File: config.mk
export PLATFORM = sky130hd
export DESIGN_NAME = sensor_frame_deframer_decoder
export DESIGN_NICKNAME = d
export VERILOG_FILES = /design/src/rtl/sfd_pkg.sv /design/src/rtl/sfd_ram.sv /design/src/rtl/sfd_front.sv /design/src/rtl/sfd_back.sv /design/src/rtl/sensor_frame_deframer_decoder.sv
export VERILOG_INCLUDE_DIRS = /design/src /design/src/rtl
export SDC_FILE = /design/constraint.sdc
export NUM_CORES = 2
export LEC_CHECK = 0
export BUFFER_PORTS_ARGS = -buffer_cell sky130_fd_sc_hd__buf_2
export CAP_MARGIN = 30
export CORE_MARGIN = 4
export CORE_UTILIZATION = 50
export DETAILED_ROUTE_END_ITERATION = 8
export GPL_TIMING_DRIVEN = 0
export PLACE_DENSITY = 0.66
export SYNTH_ARGS = -nofsm -noshare
export SYNTH_HDL_FRONTEND = slang
export SYNTH_SLANG_ARGS = --single-unit
File: constraint.sdc
create_clock -name clk -period 13 [get_ports clk]
set_input_delay 3.9 -clock clk [delete_from_list [all_inputs] [get_ports clk]]
set_output_delay 3.9 -clock clk [all_outputs]
set_load 0.01 [all_outputs]
File: src/rtl/assert_macros.svh
// assertion helpers used by the rtl
`ifndef ASSERT_MACROS_SVH
`define ASSERT_MACROS_SVH

// same-cycle implication
`define ASSERT_IMPL(lbl, clk, rst, ante, cons, msg) \
  lbl: assert property (@(posedge clk) disable iff (rst) (ante) |-> (cons)) \
    else $error(msg);

// next-cycle implication
`define ASSERT_NEXT(lbl, clk, rst, ante, cons, msg) \
  lbl: assert property (@(posedge clk) disable iff (rst) (ante) |=> (cons)) \
    else $error(msg);

`endif

File: src/rtl/sfd_pkg.sv
package sfd_pkg;

  localparam logic [7:0] HDR_BYTE  = 8'hBE;
  localparam logic [7:0] TAIL_BYTE = 8'hEB;
  localparam logic [7:0] CODE_SAMPLES = 8'h00;
  localparam logic [7:0] CODE_STATUS  = 8'h01;
  localparam logic [7:0] MIN_LEN      = 8'd7;

  localparam logic [3:0] PULSE_MAX  = 4'd8;
  localparam logic [2:0] LIGHT_MAX  = 3'd4;
  localparam logic [3:0] SNORE_MAX  = 4'd10;
  localparam logic [1:0] MOTION_MAX = 2'd2;

  localparam logic [12:0] BATT_SCALE = 13'd20;

  localparam logic [2:0] REG_ENABLE = 3'd0;
  localparam logic [2:0] REG_PULSE  = 3'd1;
  localparam logic [2:0] REG_LIGHT  = 3'd2;
  localparam logic [2:0] REG_SNORE  = 3'd3;
  localparam logic [2:0] REG_MOTION = 3'd4;

  localparam int QDEPTH = 4;
  localparam int QAW    = $clog2(QDEPTH);

  typedef struct packed {
    logic [7:0] data;
    logic       hdr;
    logic       tail;
  } entry_t;

  typedef struct packed {
    logic [15:0] enable;
    logic [3:0]  pulse;
    logic [2:0]  light;
    logic [3:0]  snore;
    logic [1:0]  motion;
  } cfg_t;

  typedef struct packed {
    logic               kind;
    logic [3:0]         channel;
    logic signed [23:0] sample_value;
    logic [3:0]         sample_tag;
    logic [6:0]         slot;
    logic               last;
    logic [12:0]        battery_mv;
    logic [7:0]         charging;
    logic signed [7:0]  temperature;
    logic [31:0]        uptime;
    logic [8:0]         capacity;
    logic [8:0]         residual;
  } res_t;

  typedef logic [3:0][7:0] bytes4_t;

  typedef enum logic [4:0] {
    ST_IDLE, ST_SCAN_RD, ST_SCAN_CHK, ST_LEN_RD, ST_LEN_CHK, ST_TAIL_RD, ST_TAIL_CHK,
    ST_CODE_RD, ST_CODE_CHK, ST_CH, ST_SMP_RD, ST_SMP_CAP, ST_SMP_EMIT,
    ST_STAT_RD, ST_STAT_CAP, ST_STAT_EMIT, ST_FINISH, ST_DROP
  } st_t;

  typedef enum logic [2:0] {K_FP, K_LIGHT, K_ANGLE, K_S16, K_GYRO} kind_e;

  function automatic kind_e chan_kind(logic [3:0] ch);
    kind_e k;
    case (ch)
      4'd0, 4'd1:              k = K_FP;
      4'd2, 4'd3, 4'd4:        k = K_LIGHT;
      4'd5, 4'd6, 4'd7:        k = K_ANGLE;
      4'd10, 4'd11, 4'd12:     k = K_GYRO;
      default:                 k = K_S16;
    endcase
    return k;
  endfunction

  function automatic logic [2:0] kind_size(kind_e k);
    logic [2:0] s;
    case (k)
      K_FP:    s = 3'd4;
      K_ANGLE: s = 3'd2;
      default: s = 3'd3;
    endcase
    return s;
  endfunction

  function automatic logic [3:0] chan_reps(logic [3:0] ch, cfg_t c);
    logic [3:0] r;
    case (ch)
      4'd0, 4'd1:       r = (c.pulse > PULSE_MAX) ? PULSE_MAX : c.pulse;
      4'd2, 4'd3, 4'd4: r = (c.light > LIGHT_MAX) ? 4'(LIGHT_MAX) : 4'(c.light);
      4'd5, 4'd6, 4'd7: r = 4'd1;
      4'd8, 4'd9:       r = (c.snore > SNORE_MAX) ? SNORE_MAX : c.snore;
      default:          r = (c.motion > MOTION_MAX) ? 4'(MOTION_MAX) : 4'(c.motion);
    endcase
    return r;
  endfunction

  function automatic logic signed [23:0] sample_value(kind_e k, bytes4_t b);
    logic [23:0] v;
    case (k)
      K_FP:    v = {b[3], b[2], b[1]};
      K_LIGHT: v = {{6{b[2][7]}}, b[2], b[1], b[0][7:6]};
      K_ANGLE: v = {{12{b[1][7]}}, b[1], b[0][7:4]};
      K_GYRO:  v = {{8{b[1][7]}}, b[1], b[2]};
      default: v = {{8{b[2][7]}}, b[2], b[1]};
    endcase
    return $signed(v);
  endfunction

  function automatic logic [3:0] sample_tag(kind_e k, bytes4_t b);
    logic [3:0] t;
    case (k)
      K_LIGHT: t = {2'b00, b[0][1:0]};
      K_ANGLE: t = 4'd0;
      default: t = b[0][3:0];
    endcase
    return t;
  endfunction

endpackage

File: src/rtl/sfd_ram.sv
module sfd_ram #(
  parameter int WIDTH = 8,
  parameter int DEPTH = 16
) (
  input  logic                     clk,
  input  logic                     we,
  input  logic [$clog2(DEPTH)-1:0] waddr,
  input  logic [WIDTH-1:0]         wdata,
  input  logic [$clog2(DEPTH)-1:0] raddr,
  output logic [WIDTH-1:0]         rdata
);

  logic [WIDTH-1:0] mem [DEPTH];

  always_ff @(posedge clk) begin
    if (we) begin
      mem[waddr] <= wdata;
    end
    rdata <= mem[raddr];
  end

endmodule

File: src/rtl/sfd_front.sv
module sfd_front (
  input  logic            clk,
  input  logic            rst,
  input  logic            in_valid,
  output logic            in_stall,
  input  logic [7:0]      rx_byte,
  output logic            q_valid,
  output sfd_pkg::entry_t q_entry,
  input  logic            q_pop
);
  import sfd_pkg::*;

  entry_t         q [QDEPTH];
  logic [QAW-1:0] wptr;
  logic [QAW-1:0] rptr;
  logic [QAW:0]   count;
  logic           push;
  entry_t         new_entry;

  assign in_stall = (count == (QAW+1)'(QDEPTH));
  assign push     = in_valid && !in_stall;
  assign q_valid  = (count != '0);
  assign q_entry  = q[rptr];

  // tag header and tail bytes on the way in
  always_comb begin
    new_entry.data = rx_byte;
    new_entry.hdr  = (rx_byte == HDR_BYTE);
    new_entry.tail = (rx_byte == TAIL_BYTE);
  end

  always_ff @(posedge clk) begin
    if (push) begin
      q[wptr] <= new_entry;
    end
  end

  always_ff @(posedge clk) begin
    if (rst) begin
      wptr  <= '0;
      rptr  <= '0;
      count <= '0;
    end else begin
      if (push) begin
        wptr <= wptr + 1'b1;
      end
      if (q_pop) begin
        rptr <= rptr + 1'b1;
      end
      count <= count + (QAW+1)'(push) - (QAW+1)'(q_pop);
    end
  end

endmodule

File: src/rtl/sfd_back.sv
`include "assert_macros.svh"

module sfd_back #(
  parameter int FRAME_BYTES = 256,
  parameter int SLOT_DEPTH  = 128
) (
  input  logic            clk,
  input  logic            rst,
  input  sfd_pkg::cfg_t   cfg,
  input  logic            q_valid,
  input  sfd_pkg::entry_t q_entry,
  output logic            q_pop,
  output logic            out_valid,
  input  logic            out_stall,
  output sfd_pkg::res_t   out_res
);
  import sfd_pkg::*;

  localparam int AW = $clog2(FRAME_BYTES);
  localparam int FW = $clog2(FRAME_BYTES + 1);
  localparam logic [8:0] FB9 = 9'(FRAME_BYTES);

  st_t state, state_next;

  logic [AW-1:0] head, head_next;
  logic [FW-1:0] fill, fill_next;
  logic [7:0]    len, len_next;
  logic [4:0]    ch_cnt, ch_cnt_next;
  logic [3:0]    rep, rep_next;
  logic [7:0]    off, off_next;
  logic [3:0]    bidx, bidx_next;
  bytes4_t       smp_bytes, smp_bytes_next;
  logic [8:0][7:0] stat_bytes, stat_bytes_next;
  logic          pend_valid, pend_valid_next;
  res_t          pend, pend_next;
  logic [6:0]    slots [16];

  logic          we;
  logic [AW-1:0] waddr;
  logic [AW-1:0] raddr;
  entry_t        rdata;

  logic          load_out;
  res_t          load_val;
  logic          slot_inc;

  logic [3:0]    ch;
  kind_e         cur_kind;
  logic [2:0]    cur_sz;
  logic [3:0]    cur_reps;
  logic [7:0]    plen;
  logic          out_free;
  logic          emit_ok;
  logic          ch_skip;
  logic          smp_short;
  logic          len_bad;
  res_t          smp_res;
  res_t          stat_res;

  function automatic logic [AW-1:0] wrap_addr(logic [AW-1:0] h, logic [8:0] o);
    logic [9:0] s;
    s = 10'(h) + 10'(o);
    if (s >= 10'(FRAME_BYTES)) begin
      s = s - 10'(FRAME_BYTES);
    end
    return s[AW-1:0];
  endfunction

  sfd_ram #(
    .WIDTH($bits(entry_t)),
    .DEPTH(FRAME_BYTES)
  ) u_store (
    .clk  (clk),
    .we   (we),
    .waddr(waddr),
    .wdata(q_entry),
    .raddr(raddr),
    .rdata(rdata)
  );

  assign ch        = ch_cnt[3:0];
  assign cur_kind  = chan_kind(ch);
  assign cur_sz    = kind_size(cur_kind);
  assign cur_reps  = chan_reps(ch, cfg);
  assign plen      = len - MIN_LEN;
  assign out_free  = !out_valid || !out_stall;
  assign emit_ok   = !pend_valid || out_free;
  assign ch_skip   = !cfg.enable[4'd15 - ch] || (rep >= cur_reps);
  assign smp_short = (9'(off) + 9'(cur_sz)) > 9'(plen);
  assign len_bad   = (rdata.data < MIN_LEN) || (9'(rdata.data) > FB9);
  assign waddr     = wrap_addr(head, 9'(fill));

  always_comb begin
    smp_res              = '0;
    smp_res.channel      = ch;
    smp_res.sample_value = sample_value(cur_kind, smp_bytes);
    smp_res.sample_tag   = sample_tag(cur_kind, smp_bytes);
    smp_res.slot         = slots[ch];
  end

  always_comb begin
    stat_res             = '0;
    stat_res.kind        = 1'b1;
    stat_res.battery_mv  = 13'(13'(stat_bytes[0]) * BATT_SCALE);
    stat_res.charging    = stat_bytes[1];
    stat_res.temperature = $signed(stat_bytes[2]);
    stat_res.uptime      = {stat_bytes[6], stat_bytes[5], stat_bytes[4], stat_bytes[3]};
    stat_res.capacity    = {stat_bytes[7], 1'b0};
    stat_res.residual    = {stat_bytes[8], 1'b0};
  end

  // next state
  always_comb begin
    state_next = state;
    case (state)
      ST_IDLE:      if (q_valid) state_next = ST_SCAN_RD;
      ST_SCAN_RD:   state_next = (fill == '0) ? ST_IDLE : ST_SCAN_CHK;
      ST_SCAN_CHK:  state_next = rdata.hdr ? ST_LEN_RD : ST_SCAN_RD;
      ST_LEN_RD:    state_next = (9'(fill) < 9'd2) ? ST_IDLE : ST_LEN_CHK;
      ST_LEN_CHK: begin
        if (!len_bad && (9'(fill) >= 9'(rdata.data))) begin
          state_next = ST_TAIL_RD;
        end else begin
          state_next = ST_IDLE;
        end
      end
      ST_TAIL_RD:   state_next = ST_TAIL_CHK;
      ST_TAIL_CHK:  state_next = rdata.tail ? ST_CODE_RD : ST_IDLE;
      ST_CODE_RD:   state_next = ST_CODE_CHK;
      ST_CODE_CHK: begin
        if (rdata.data == CODE_SAMPLES) begin
          state_next = ST_CH;
        end else if (rdata.data == CODE_STATUS) begin
          state_next = ST_STAT_RD;
        end else begin
          state_next = ST_DROP;
        end
      end
      ST_CH: begin
        if (ch_cnt[4]) begin
          state_next = ST_FINISH;
        end else if (ch_skip) begin
          state_next = ST_CH;
        end else if (smp_short) begin
          state_next = ST_FINISH;
        end else begin
          state_next = ST_SMP_RD;
        end
      end
      ST_SMP_RD:    state_next = ST_SMP_CAP;
      ST_SMP_CAP:   state_next = (bidx == 4'(cur_sz - 3'd1)) ? ST_SMP_EMIT : ST_SMP_RD;
      ST_SMP_EMIT:  if (emit_ok) state_next = ST_CH;
      ST_STAT_RD:   state_next = ST_STAT_CAP;
      ST_STAT_CAP:  state_next = (bidx == 4'd8) ? ST_STAT_EMIT : ST_STAT_RD;
      ST_STAT_EMIT: if (emit_ok) state_next = ST_FINISH;
      ST_FINISH:    if (emit_ok) state_next = ST_DROP;
      ST_DROP:      state_next = ST_IDLE;
      default:      state_next = ST_IDLE;
    endcase
  end

  // datapath and outputs
  always_comb begin
    head_next       = head;
    fill_next       = fill;
    len_next        = len;
    ch_cnt_next     = ch_cnt;
    rep_next        = rep;
    off_next        = off;
    bidx_next       = bidx;
    smp_bytes_next  = smp_bytes;
    stat_bytes_next = stat_bytes;
    pend_valid_next = pend_valid;
    pend_next       = pend;
    load_out        = 1'b0;
    load_val        = pend;
    slot_inc        = 1'b0;
    we              = 1'b0;
    q_pop           = 1'b0;
    raddr           = head;
    case (state)
      ST_IDLE: begin
        if (q_valid) begin
          q_pop = 1'b1;
          if (9'(fill) < FB9) begin
            we        = 1'b1;
            fill_next = fill + 1'b1;
          end
        end
      end
      ST_SCAN_RD: raddr = head;
      ST_SCAN_CHK: begin
        if (!rdata.hdr) begin
          head_next = wrap_addr(head, 9'd1);
          fill_next = fill - 1'b1;
        end
      end
      ST_LEN_RD: raddr = wrap_addr(head, 9'd1);
      ST_LEN_CHK: begin
        len_next = rdata.data;
        if (len_bad) begin
          head_next = wrap_addr(head, 9'd1);
          fill_next = fill - 1'b1;
        end
      end
      ST_TAIL_RD: raddr = wrap_addr(head, 9'(len) - 9'd1);
      ST_TAIL_CHK: begin
        if (!rdata.tail) begin
          head_next = wrap_addr(head, 9'd1);
          fill_next = fill - 1'b1;
        end
      end
      ST_CODE_RD: raddr = wrap_addr(head, 9'd3);
      ST_CODE_CHK: begin
        ch_cnt_next = '0;
        rep_next    = '0;
        off_next    = '0;
        bidx_next   = '0;
      end
      ST_CH: begin
        if (!ch_cnt[4] && ch_skip) begin
          ch_cnt_next = ch_cnt + 1'b1;
          rep_next    = '0;
        end else begin
          bidx_next = '0;
        end
      end
      ST_SMP_RD: raddr = wrap_addr(head, 9'd4 + 9'(off) + 9'(bidx));
      ST_SMP_CAP: begin
        smp_bytes_next[bidx[1:0]] = rdata.data;
        bidx_next                 = bidx + 1'b1;
      end
      ST_SMP_EMIT: begin
        if (emit_ok) begin
          load_out        = pend_valid;
          pend_valid_next = 1'b1;
          pend_next       = smp_res;
          slot_inc        = 1'b1;
          off_next        = off + 8'(cur_sz);
          rep_next        = rep + 1'b1;
        end
      end
      ST_STAT_RD: raddr = wrap_addr(head, 9'd4 + 9'(bidx));
      ST_STAT_CAP: begin
        // status bytes past the payload read as zero
        stat_bytes_next[bidx] = (8'(bidx) < plen) ? rdata.data : 8'd0;
        bidx_next             = bidx + 1'b1;
      end
      ST_STAT_EMIT: begin
        if (emit_ok) begin
          load_out        = pend_valid;
          pend_valid_next = 1'b1;
          pend_next       = stat_res;
        end
      end
      ST_FINISH: begin
        if (pend_valid && out_free) begin
          load_out        = 1'b1;
          load_val.last   = 1'b1;
          pend_valid_next = 1'b0;
        end
      end
      ST_DROP: begin
        head_next = wrap_addr(head, 9'(len));
        fill_next = fill - FW'(len);
      end
      default: ;
    endcase
  end

  always_ff @(posedge clk) begin
    if (rst) begin
      state      <= ST_IDLE;
      head       <= '0;
      fill       <= '0;
      ch_cnt     <= '0;
      rep        <= '0;
      off        <= '0;
      bidx       <= '0;
      pend_valid <= 1'b0;
      out_valid  <= 1'b0;
    end else begin
      state      <= state_next;
      head       <= head_next;
      fill       <= fill_next;
      ch_cnt     <= ch_cnt_next;
      rep        <= rep_next;
      off        <= off_next;
      bidx       <= bidx_next;
      pend_valid <= pend_valid_next;
      if (load_out) begin
        out_valid <= 1'b1;
      end else if (out_valid && !out_stall) begin
        out_valid <= 1'b0;
      end
    end
  end

  always_ff @(posedge clk) begin
    len        <= len_next;
    smp_bytes  <= smp_bytes_next;
    stat_bytes <= stat_bytes_next;
    pend       <= pend_next;
    if (load_out) begin
      out_res <= load_val;
    end
  end

  // per-channel slot counters wrap at the slot depth
  always_ff @(posedge clk) begin
    if (rst) begin
      for (int i = 0; i < 16; i++) begin
        slots[i] <= '0;
      end
    end else if (slot_inc) begin
      if (slots[ch] == 7'(SLOT_DEPTH - 1)) begin
        slots[ch] <= '0;
      end else begin
        slots[ch] <= slots[ch] + 1'b1;
      end
    end
  end

  `ASSERT_IMPL(a_fill_bound, clk, rst, 1'b1, 9'(fill) <= FB9, "fill level beyond store depth")
  `ASSERT_IMPL(a_pop_idle, clk, rst, q_pop, (state == ST_IDLE) && !pend_valid, "byte taken mid-frame")
  `ASSERT_IMPL(a_drop_len, clk, rst, state == ST_DROP, (9'(fill) >= 9'(len)) && !pend_valid, "frame drop exceeds held bytes")
  `ASSERT_NEXT(a_last_flag, clk, rst, (state == ST_FINISH) && pend_valid && out_free, out_valid && out_res.last, "final result not marked last")

endmodule

File: src/rtl/sensor_frame_deframer_decoder.sv
// Sensor frame deframer and decoder.
// Input channel: one link byte per transfer on rx_byte (in_valid / in_stall).
// Output channel: one result per transfer (out_valid / out_stall): a decoded
// sample (kind 0) or a status report (kind 1); last marks the final result
// caused by one input byte. Configuration is written through cfg_we,
// cfg_index and cfg_data; the user must do so only while the block is idle,
// as the block does not enforce it. Bytes enter a four-entry queue and are
// then handled one at a time by the frame engine, which holds the frame in a
// store with one write port and one read port. The engine takes a new byte
// only when it is back in its idle state: it first scans for a header,
// dropping leading bytes that are not one, then checks the length and tail
// and, for a frame end, reads the payload bytes through the one read port of
// the frame store and emits the results; later bytes wait in the queue.
// Reset clears the queue, the fill level, the slot counters and the registers
// to their defaults; the store contents are not cleared and no sweep is run.
// While out_stall is high the finished result holds in the output register,
// one more waits in a pending stage and decoding pauses; input keeps flowing
// into the queue until it fills, then in_stall rises.
module sensor_frame_deframer_decoder #(
  parameter int FRAME_BYTES = 256,
  parameter int SLOT_DEPTH  = 128
) (
  input  logic               clk,
  input  logic               rst,
  input  logic               in_valid,
  output logic               in_stall,
  input  logic [7:0]         rx_byte,
  output logic               out_valid,
  input  logic               out_stall,
  output logic               kind,
  output logic [3:0]         channel,
  output logic signed [23:0] sample_value,
  output logic [3:0]         sample_tag,
  output logic [6:0]         slot,
  output logic               last,
  output logic [12:0]        battery_mv,
  output logic [7:0]         charging,
  output logic signed [7:0]  temperature,
  output logic [31:0]        uptime,
  output logic [8:0]         capacity,
  output logic [8:0]         residual,
  input  logic               cfg_we,
  input  logic [2:0]         cfg_index,
  input  logic [15:0]        cfg_data
);
  import sfd_pkg::*;

  cfg_t   cfg;
  logic   q_valid;
  entry_t q_entry;
  logic   q_pop;
  res_t   res;

  always_ff @(posedge clk) begin
    if (rst) begin
      cfg.enable <= 16'd0;
      cfg.pulse  <= 4'd5;
      cfg.light  <= 3'd1;
      cfg.snore  <= 4'd10;
      cfg.motion <= 2'd1;
    end else if (cfg_we) begin
      case (cfg_index)
        REG_ENABLE: cfg.enable <= cfg_data;
        REG_PULSE:  cfg.pulse  <= cfg_data[3:0];
        REG_LIGHT:  cfg.light  <= cfg_data[2:0];
        REG_SNORE:  cfg.snore  <= cfg_data[3:0];
        REG_MOTION: cfg.motion <= cfg_data[1:0];
        default: ;
      endcase
    end
  end

  sfd_front u_front (
    .clk     (clk),
    .rst     (rst),
    .in_valid(in_valid),
    .in_stall(in_stall),
    .rx_byte (rx_byte),
    .q_valid (q_valid),
    .q_entry (q_entry),
    .q_pop   (q_pop)
  );

  sfd_back #(
    .FRAME_BYTES(FRAME_BYTES),
    .SLOT_DEPTH (SLOT_DEPTH)
  ) u_back (
    .clk      (clk),
    .rst      (rst),
    .cfg      (cfg),
    .q_valid  (q_valid),
    .q_entry  (q_entry),
    .q_pop    (q_pop),
    .out_valid(out_valid),
    .out_stall(out_stall),
    .out_res  (res)
  );

  assign kind         = res.kind;
  assign channel      = res.channel;
  assign sample_value = res.sample_value;
  assign sample_tag   = res.sample_tag;
  assign slot         = res.slot;
  assign last         = res.last;
  assign battery_mv   = res.battery_mv;
  assign charging     = res.charging;
  assign temperature  = res.temperature;
  assign uptime       = res.uptime;
  assign capacity     = res.capacity;
  assign residual     = res.residual;

endmodule

* Word level (Yosys, flattened, before mapping)
Memories as Yosys holds them, arrays and structs flattened. A register that Yosys moved wholly into a read port is not among the register bits.
Cells that the tools add are included.
** Operators by class
- Add/subtract/negate cells :: 34
- $mul :: 1
- $lt $le $gt $ge :: 24
- Equal/unequal tests :: 52
- Multiplexer cells :: 105
- Bitwise logic cells :: 1
- Reductions and logical operators :: 55
** Operator list (number)
- 120-bit 2-to-1 mux :: 2
- 120-bit one-hot mux with 2 select lines :: 1
- 8-bit 2-to-1 mux :: 14
- 24-bit one-hot mux with 4 select lines :: 1
- 5-bit one-hot mux with 17 select lines :: 1
- 72-bit bitwise mux :: 1
- 8-bit by 1-bit subtractor with 8-bit output, second input constant :: 7
- 5-bit 2-to-1 mux :: 10
- 9-bit 2-to-1 mux :: 5
- 9-bit one-hot mux with 5 select lines :: 1
- 5-bit by 4-bit == test with 1-bit output, second input constant :: 8
- 10-bit by 9-bit >= comparator with 1-bit output, second input constant :: 4
- 4-bit 2-to-1 mux :: 10
- 8-bit one-hot mux with 5 select lines :: 1
- 32-bit bitwise mux :: 1
- 8-bit demux with 4-bit select :: 1
- 8-bit one-hot mux with 4 select lines :: 1
- 1-bit 2-to-1 mux :: 31
- 8-bit by 9-bit adder with 10-bit output :: 3
- 9-bit >= comparator, second input constant :: 3
- 4-bit one-hot mux with 3 select lines :: 2
- 5-bit by 3-bit == test with 1-bit output, second input constant :: 4
- 8-bit demux with 2-bit select :: 1
- 4-bit by 3-bit == test with 1-bit output, second input constant :: 4
- other kinds (83) :: 155
** Word-level totals
- Register bits :: 433
- Bits in writable memories :: 2712
- ROM bits :: 48
- Input bits :: 32
- Output and inout bits :: 122
- Word-level logic and storage cells :: 331
- Memories :: 4
** Memory list
- u_back.u_store.mem :: depth 256, width 10, rd ports 1, clocked after memory_dff 1, write ports 1, line sfd_ram.sv:13 : logic [WIDTH-1:0] mem [DEPTH];
- u_back.slots :: depth 16, width 7, rd ports 1, clocked after memory_dff 1, write ports 16, line sfd_back.sv:36 : logic [6:0] slots [16];
- (name not given) :: depth 16, width 3, rd ports 1, clocked after memory_dff 1, write ports 0, line sfd_pkg.sv:66 : case (ch)
- u_front.q :: depth 4, width 10, rd ports 1, clocked after memory_dff 1, write ports 1, line sfd_front.sv:13 : entry_t q [QDEPTH];

* Depth between registers and ports, before layout
- Depth in word-level cells :: 11
- Depth in mapped cells :: 23
- Mapped depth without buffers :: 19

* Modules after synthesis
A second synthesis with hierarchy kept.
** Unflattened totals
- Cells, all modules :: 6644
- Area total of the unflattened synthesis :: 125539.2 um^2
** Modules (own cells, without submodules)
- sfd_ram :: times used 1, cells each 4642, area an instance 99253.9 um^2, sequential area each 77073.9 um^2
- sfd_back :: times used 1, cells each 1776, area an instance 23070.9 um^2, sequential area each 14704.1 um^2
- sfd_front :: times used 1, cells each 105, area an instance 1928.1 um^2, sequential area each 1381.3 um^2
- sensor_frame_deframer_decoder :: times used 1, cells each 121, area an instance 1286.2 um^2, sequential area each 580.6 um^2

* Least setup slack after synthesis
OpenSTA, ideal clock, no wires.
- Path type :: input to register
- Start :: in out_stall
- End :: reg u_back.out_res[100] (netlist name) (enable)
- Library setup time :: 0.632 ns
- Arrival time :: 9.661 ns
- Data required time :: 12.368 ns
- Slack :: 2.708 ns
- Cell stages on the path :: 3
- Path buffers :: 0
- Path through :: nand2_1 nand2_1 a21oi_1
** Between the ends
- Longest elaborated chain between the ends :: 5
- Elaborated cells between the ends (all ways) :: 7
- Those cells by class :: mux: 3; reduce/logical: 4
** Ends and longest elaborated chain
- start: declaration :: line sensor_frame_deframer_decoder.sv:29 : input logic out_stall,
- 1-bit logical NOT (*) :: line sfd_back.sv:86 : assign out_free = !out_valid || !out_stall;
- 1-bit logical OR (*) :: line sfd_back.sv:86
- 1-bit logical AND / 1-bit logical OR (equally long branches) :: line sfd_back.sv:257, sfd_back.sv:87
- 1-bit 2-to-1 mux, on equally long branches :: line sfd_back.sv:257, sfd_back.sv:234, sfd_back.sv:250
- 1-bit one-hot mux with 2 select lines (*) :: line sfd_back.sv:181 : case (state)
- named net u_back.load_out :: line sfd_back.sv:43 : logic load_out;
- end signal: assignment :: line sfd_back.sv:305 : out_res <= load_val;
- end: declaration :: line sfd_back.sv:15 : output sfd_pkg::res_t out_res
The timed path passes the listed nets; every way through them passes the cells marked *.
A chain may end at the register's enable or synchronous reset.

* Worst setup path in the final report
- Start :: reg u_back.state[0]
- End :: reg u_back.u_store.rdata[3], read port of u_back.u_store.mem
** Between the ends
- Longest elaborated chain between the ends :: 2
- Elaborated cells between the ends (all ways) :: 6
- Those cells by class :: eq/ne: 5; mux: 1
** Ends and longest elaborated chain
- start: declaration :: line sfd_back.sv:23 : st_t state, state_next;
- start signal: assignment :: line sfd_back.sv:283 : state <= state_next;
- 5-bit by 4-bit == test with 1-bit output, or another cell as far along :: line sfd_back.sv:181
- 8-bit one-hot mux with 5 select lines (*) :: line sfd_back.sv:181
- end: declaration :: line sfd_ram.sv:10 : output logic [WIDTH-1:0] rdata
Mark *: on every way between the ends. The rest lies on a longest branch, timed or not.

==> flow_summary.yaml <==
clock_network:
  cts_root_buf: "clkbuf_16"
  cts.sinks: 3155
  post_cts_buffers: 0
  clk_pin_slew_ns: 0.06
  cts_resized: 0
  cts_hold_buf: 0
  clk_latency_ns: 0.99
  cts_buffers: 339
  cts_max_level: 5
  clock_path_buffers: 4
  cts_tree: "built"
synth:
  syn_inst: 6762
  yosysWarnings: 0
  ys_ff_latch: 3155
  synth_area_leader_cell: "edfxtp_1"
  synth_flop_cell: "edfxtp_1"
  synth_area_per_cell_sq_um: 18.7
  synth-edff-count: 3055
  synthMostInstantiatedCell: "edfxtp_1"
  ys_seq_area_share_pct: 74.3
  async_flop_share_pct: 0
  synth_top_area_share_pct: 72.7
  synth_area_leaders: "edfxtp_1 73%, mux4_2 11%, nor2_1 1.7%"
  netlist_area_sq_um: 126000
  yosysUniqueCellTypes: 109
  synthTopCellsByCount: "3055 x edfxtp_1, 611 x mux4_2, 570 x nor2_1"
power:
  leakagePower_nw: 48.3
  ir_drop_mv: 0.159
  combPwrFrac_pct: 29.3
  clkPwrFrac_pct: 30.1
  p_int_mw: 20.5
  cellPowerDensity_nw_per_um2: 212
  power_frac_seq_pct: 40.6
  switching_share_pct: 33.9
  power.switching_mw: 10.5
drt:
  vias_per_cell: 6.81
  vias: 76500
  drt-initial-drc-count: 13800
  drt.antenna.violating_nets: 0
  wl_per_cell_um: 41.3
  drtPass1Iterations: 9
  routed_wl_um: 464000
  drc: 1
critical_path:
  crit_arrival_ns: 9.87
  cpMostUsedCell: "buf_6"
  cp.required_ns: 13.91
  cpLargestDelayFamily: "compound AO/OA/AOI/OAI gates"
  path_buf_inv: 9
  critPathLaunchType: "flop"
  path_max_fanout: 10
  crit_type: "flop to flop"
  critPathMaxStageDelay_ns: 0.98
  path_cells: "buf_6 > and2_1 > buf_6 > clkbuf_1 > nand2_1 > nand2_1 > ha_1 > inv_1 > fa_1 > xor2_1 > o32ai_2 > a211oi_2 > nand2_4 > buf_6 > buf_6 > o211ai_2 > buf_2 > buf_2 > o22ai_1 > o31ai_1 > o2111ai_1 > a211oi_1 > buf_4"
  cp_slowest_cell: "o31ai_1"
  endpoint_kind: "flop"
placement:
  io_buffer_count: 148
  dp_hpwl_um: 317000
  pre_cts_slack_ns: 4.64
  gp_congestion: 1.04
sta:
  fin_ws_ns: 4.04
  hold_viol: 0
  setup_viol: 0
  maxSlewViolCount: 0
  relSlewSlack_pct: 4.06
  rsz0062_at_grt: "false"
  final.setup.tns_ns: 0
  period_needed_ns: 8.96
  tightest_slew_ns: 1.44
  final.period_utilization_pct: 68.9
  fmax_mhz: 112
  skew_ns: 0.0841
die:
  core_area_sq_um: 251000
  dieArea_sq_um: 260000
  rows: 184
  die_w_um: 510
  initial_core_util_pct: 50.2
  ios: 154
  chipHeight_um: 510
global_route:
  grt_max_degree: 101
  grt_pass1_vias: 71000
  antenna_found_initial: 54
  grt_first_pass_wirelength_um: 619000
  grt_usage_pct: 35.5
  grt_overflow_total: 0
cells_and_area:
  drive_gt1_share_pct: 23.6
  final_nets: 7749
  fin_util_pct: 58.1
  area_growth_pct: 15.6
outcome:
  status: "complete, but fails checks"
  failed_checks: "DRC"
worst_hold_path:
  hold_class: "flop to flop"
run:
  cap_violations: 0
-- path summary, 6_finish.rpt --
check / start / endpoint / slack, ns / cells after the start
worst max-delay path: u_back.state[0] / u_back.u_store.rdata[3] / 4.04 / 23
worst min-delay path: u_back.load_val[75] / u_back.out_res[75] / 0.41 / 0
worst max register to register: u_back.state[0] / u_back.u_store.rdata[3] / 4.04 / 23
worst min register to register: u_back.load_val[75] / u_back.out_res[75] / 0.41 / 0
-- flip-flops by register name (all words and copies together), names as in the netlist, 8 cells and up, named ones only --
name,count
u_back.load_val,115
u_back.off,8
u_back.out_res,116
u_back.len,8
u_back.stat_bytes,72
u_back.u_store.mem,2560
u_back.u_store.rdata,10
cfg,29
u_back.smp_bytes,32
u_back.head,8
u_front.q,40
u_back.fill,9
u_back.slots,112
-- layout by cell type (no fill, tap or decap), types with 47 or more instances in the layout --
master / n
clkbuf_16: 345
a22oi_1: 74
buf_6: 168
a21oi_1: 139
edfxtp_1: 3055
nand3_1: 97
mux4_2: 601
buf_4: 207
clkbuf_1: 210
clkinv_2: 47
nor2_1: 562
nor3_1: 48
o21ai_0: 68
and3_1: 108
clkinv_1: 75
xnor2_1: 48
inv_1: 69
buf_2: 226
dfxtp_1: 100
o22ai_1: 79
buf_8: 57
ha_1: 108
mux2i_1: 113
nand2_1: 390
-- stage by stage --
step / hold slack (ns) / power, mW / cell area [sq um] / cells
after global routing: 0.425 / 31.3 / 146000 / 11200
after detailed placement: 0.405 / 21.3 / 135000 / 10600
after floorplan: 0.400 / 17.0 / 126000 / 6765
after global placement: 0.401 / 21.1 / 131000 / 10300
after CTS: 0.412 / 30.5 / 146000 / 11200
final: 0.411 / 30.9 / 146000 / 11200
-- layout make-up --
class,count,area (sq um)
antenna,45,113
buffer,378,2480
clock buffer,420,8980
clock inverter,168,1480
fill,18600,105000
inverter,69,259
multi-input combinational,3163,29900
sequential,3155,93700
tap,3348,4190
timing repair buffer,490,4710
-- per-layer routing --
layer  track usage [%]  up-vias  wire (um)
met5                 0        -         56
met4              22.4        8      36100
met3              14.7     1331      71800
met1              46.1    39300     160000
li1                  -    29200          -
met2              49.7     6693     197000
-- power by group through the flow --
stage | clock network [mW] | registers [mW] | logic (mW)
3_3_place_gp | 0 | 13.1 | 8.02
6_report | 9.31 | 12.6 | 9.06
3_5_place_dp | 0 | 12.8 | 8.56
4_1_cts | 9.33 | 12.6 | 8.57
5_1_grt | 9.78 | 12.6 | 8.98
2_1_floorplan | 0 | 12.9 | 4.16
-- cell families after synthesis --
family	synth area share, %
DFF	74.3
and+or+nand+nor	5.45
xor gates and xnor gates	0.514
AOI/OAI and AO/OA	4.19
other	0.00297
muxes	12.1
adders and majority gates	1.28
buffers and inverters	2.16
Note: power is estimated with default switching activity, not from simulation.
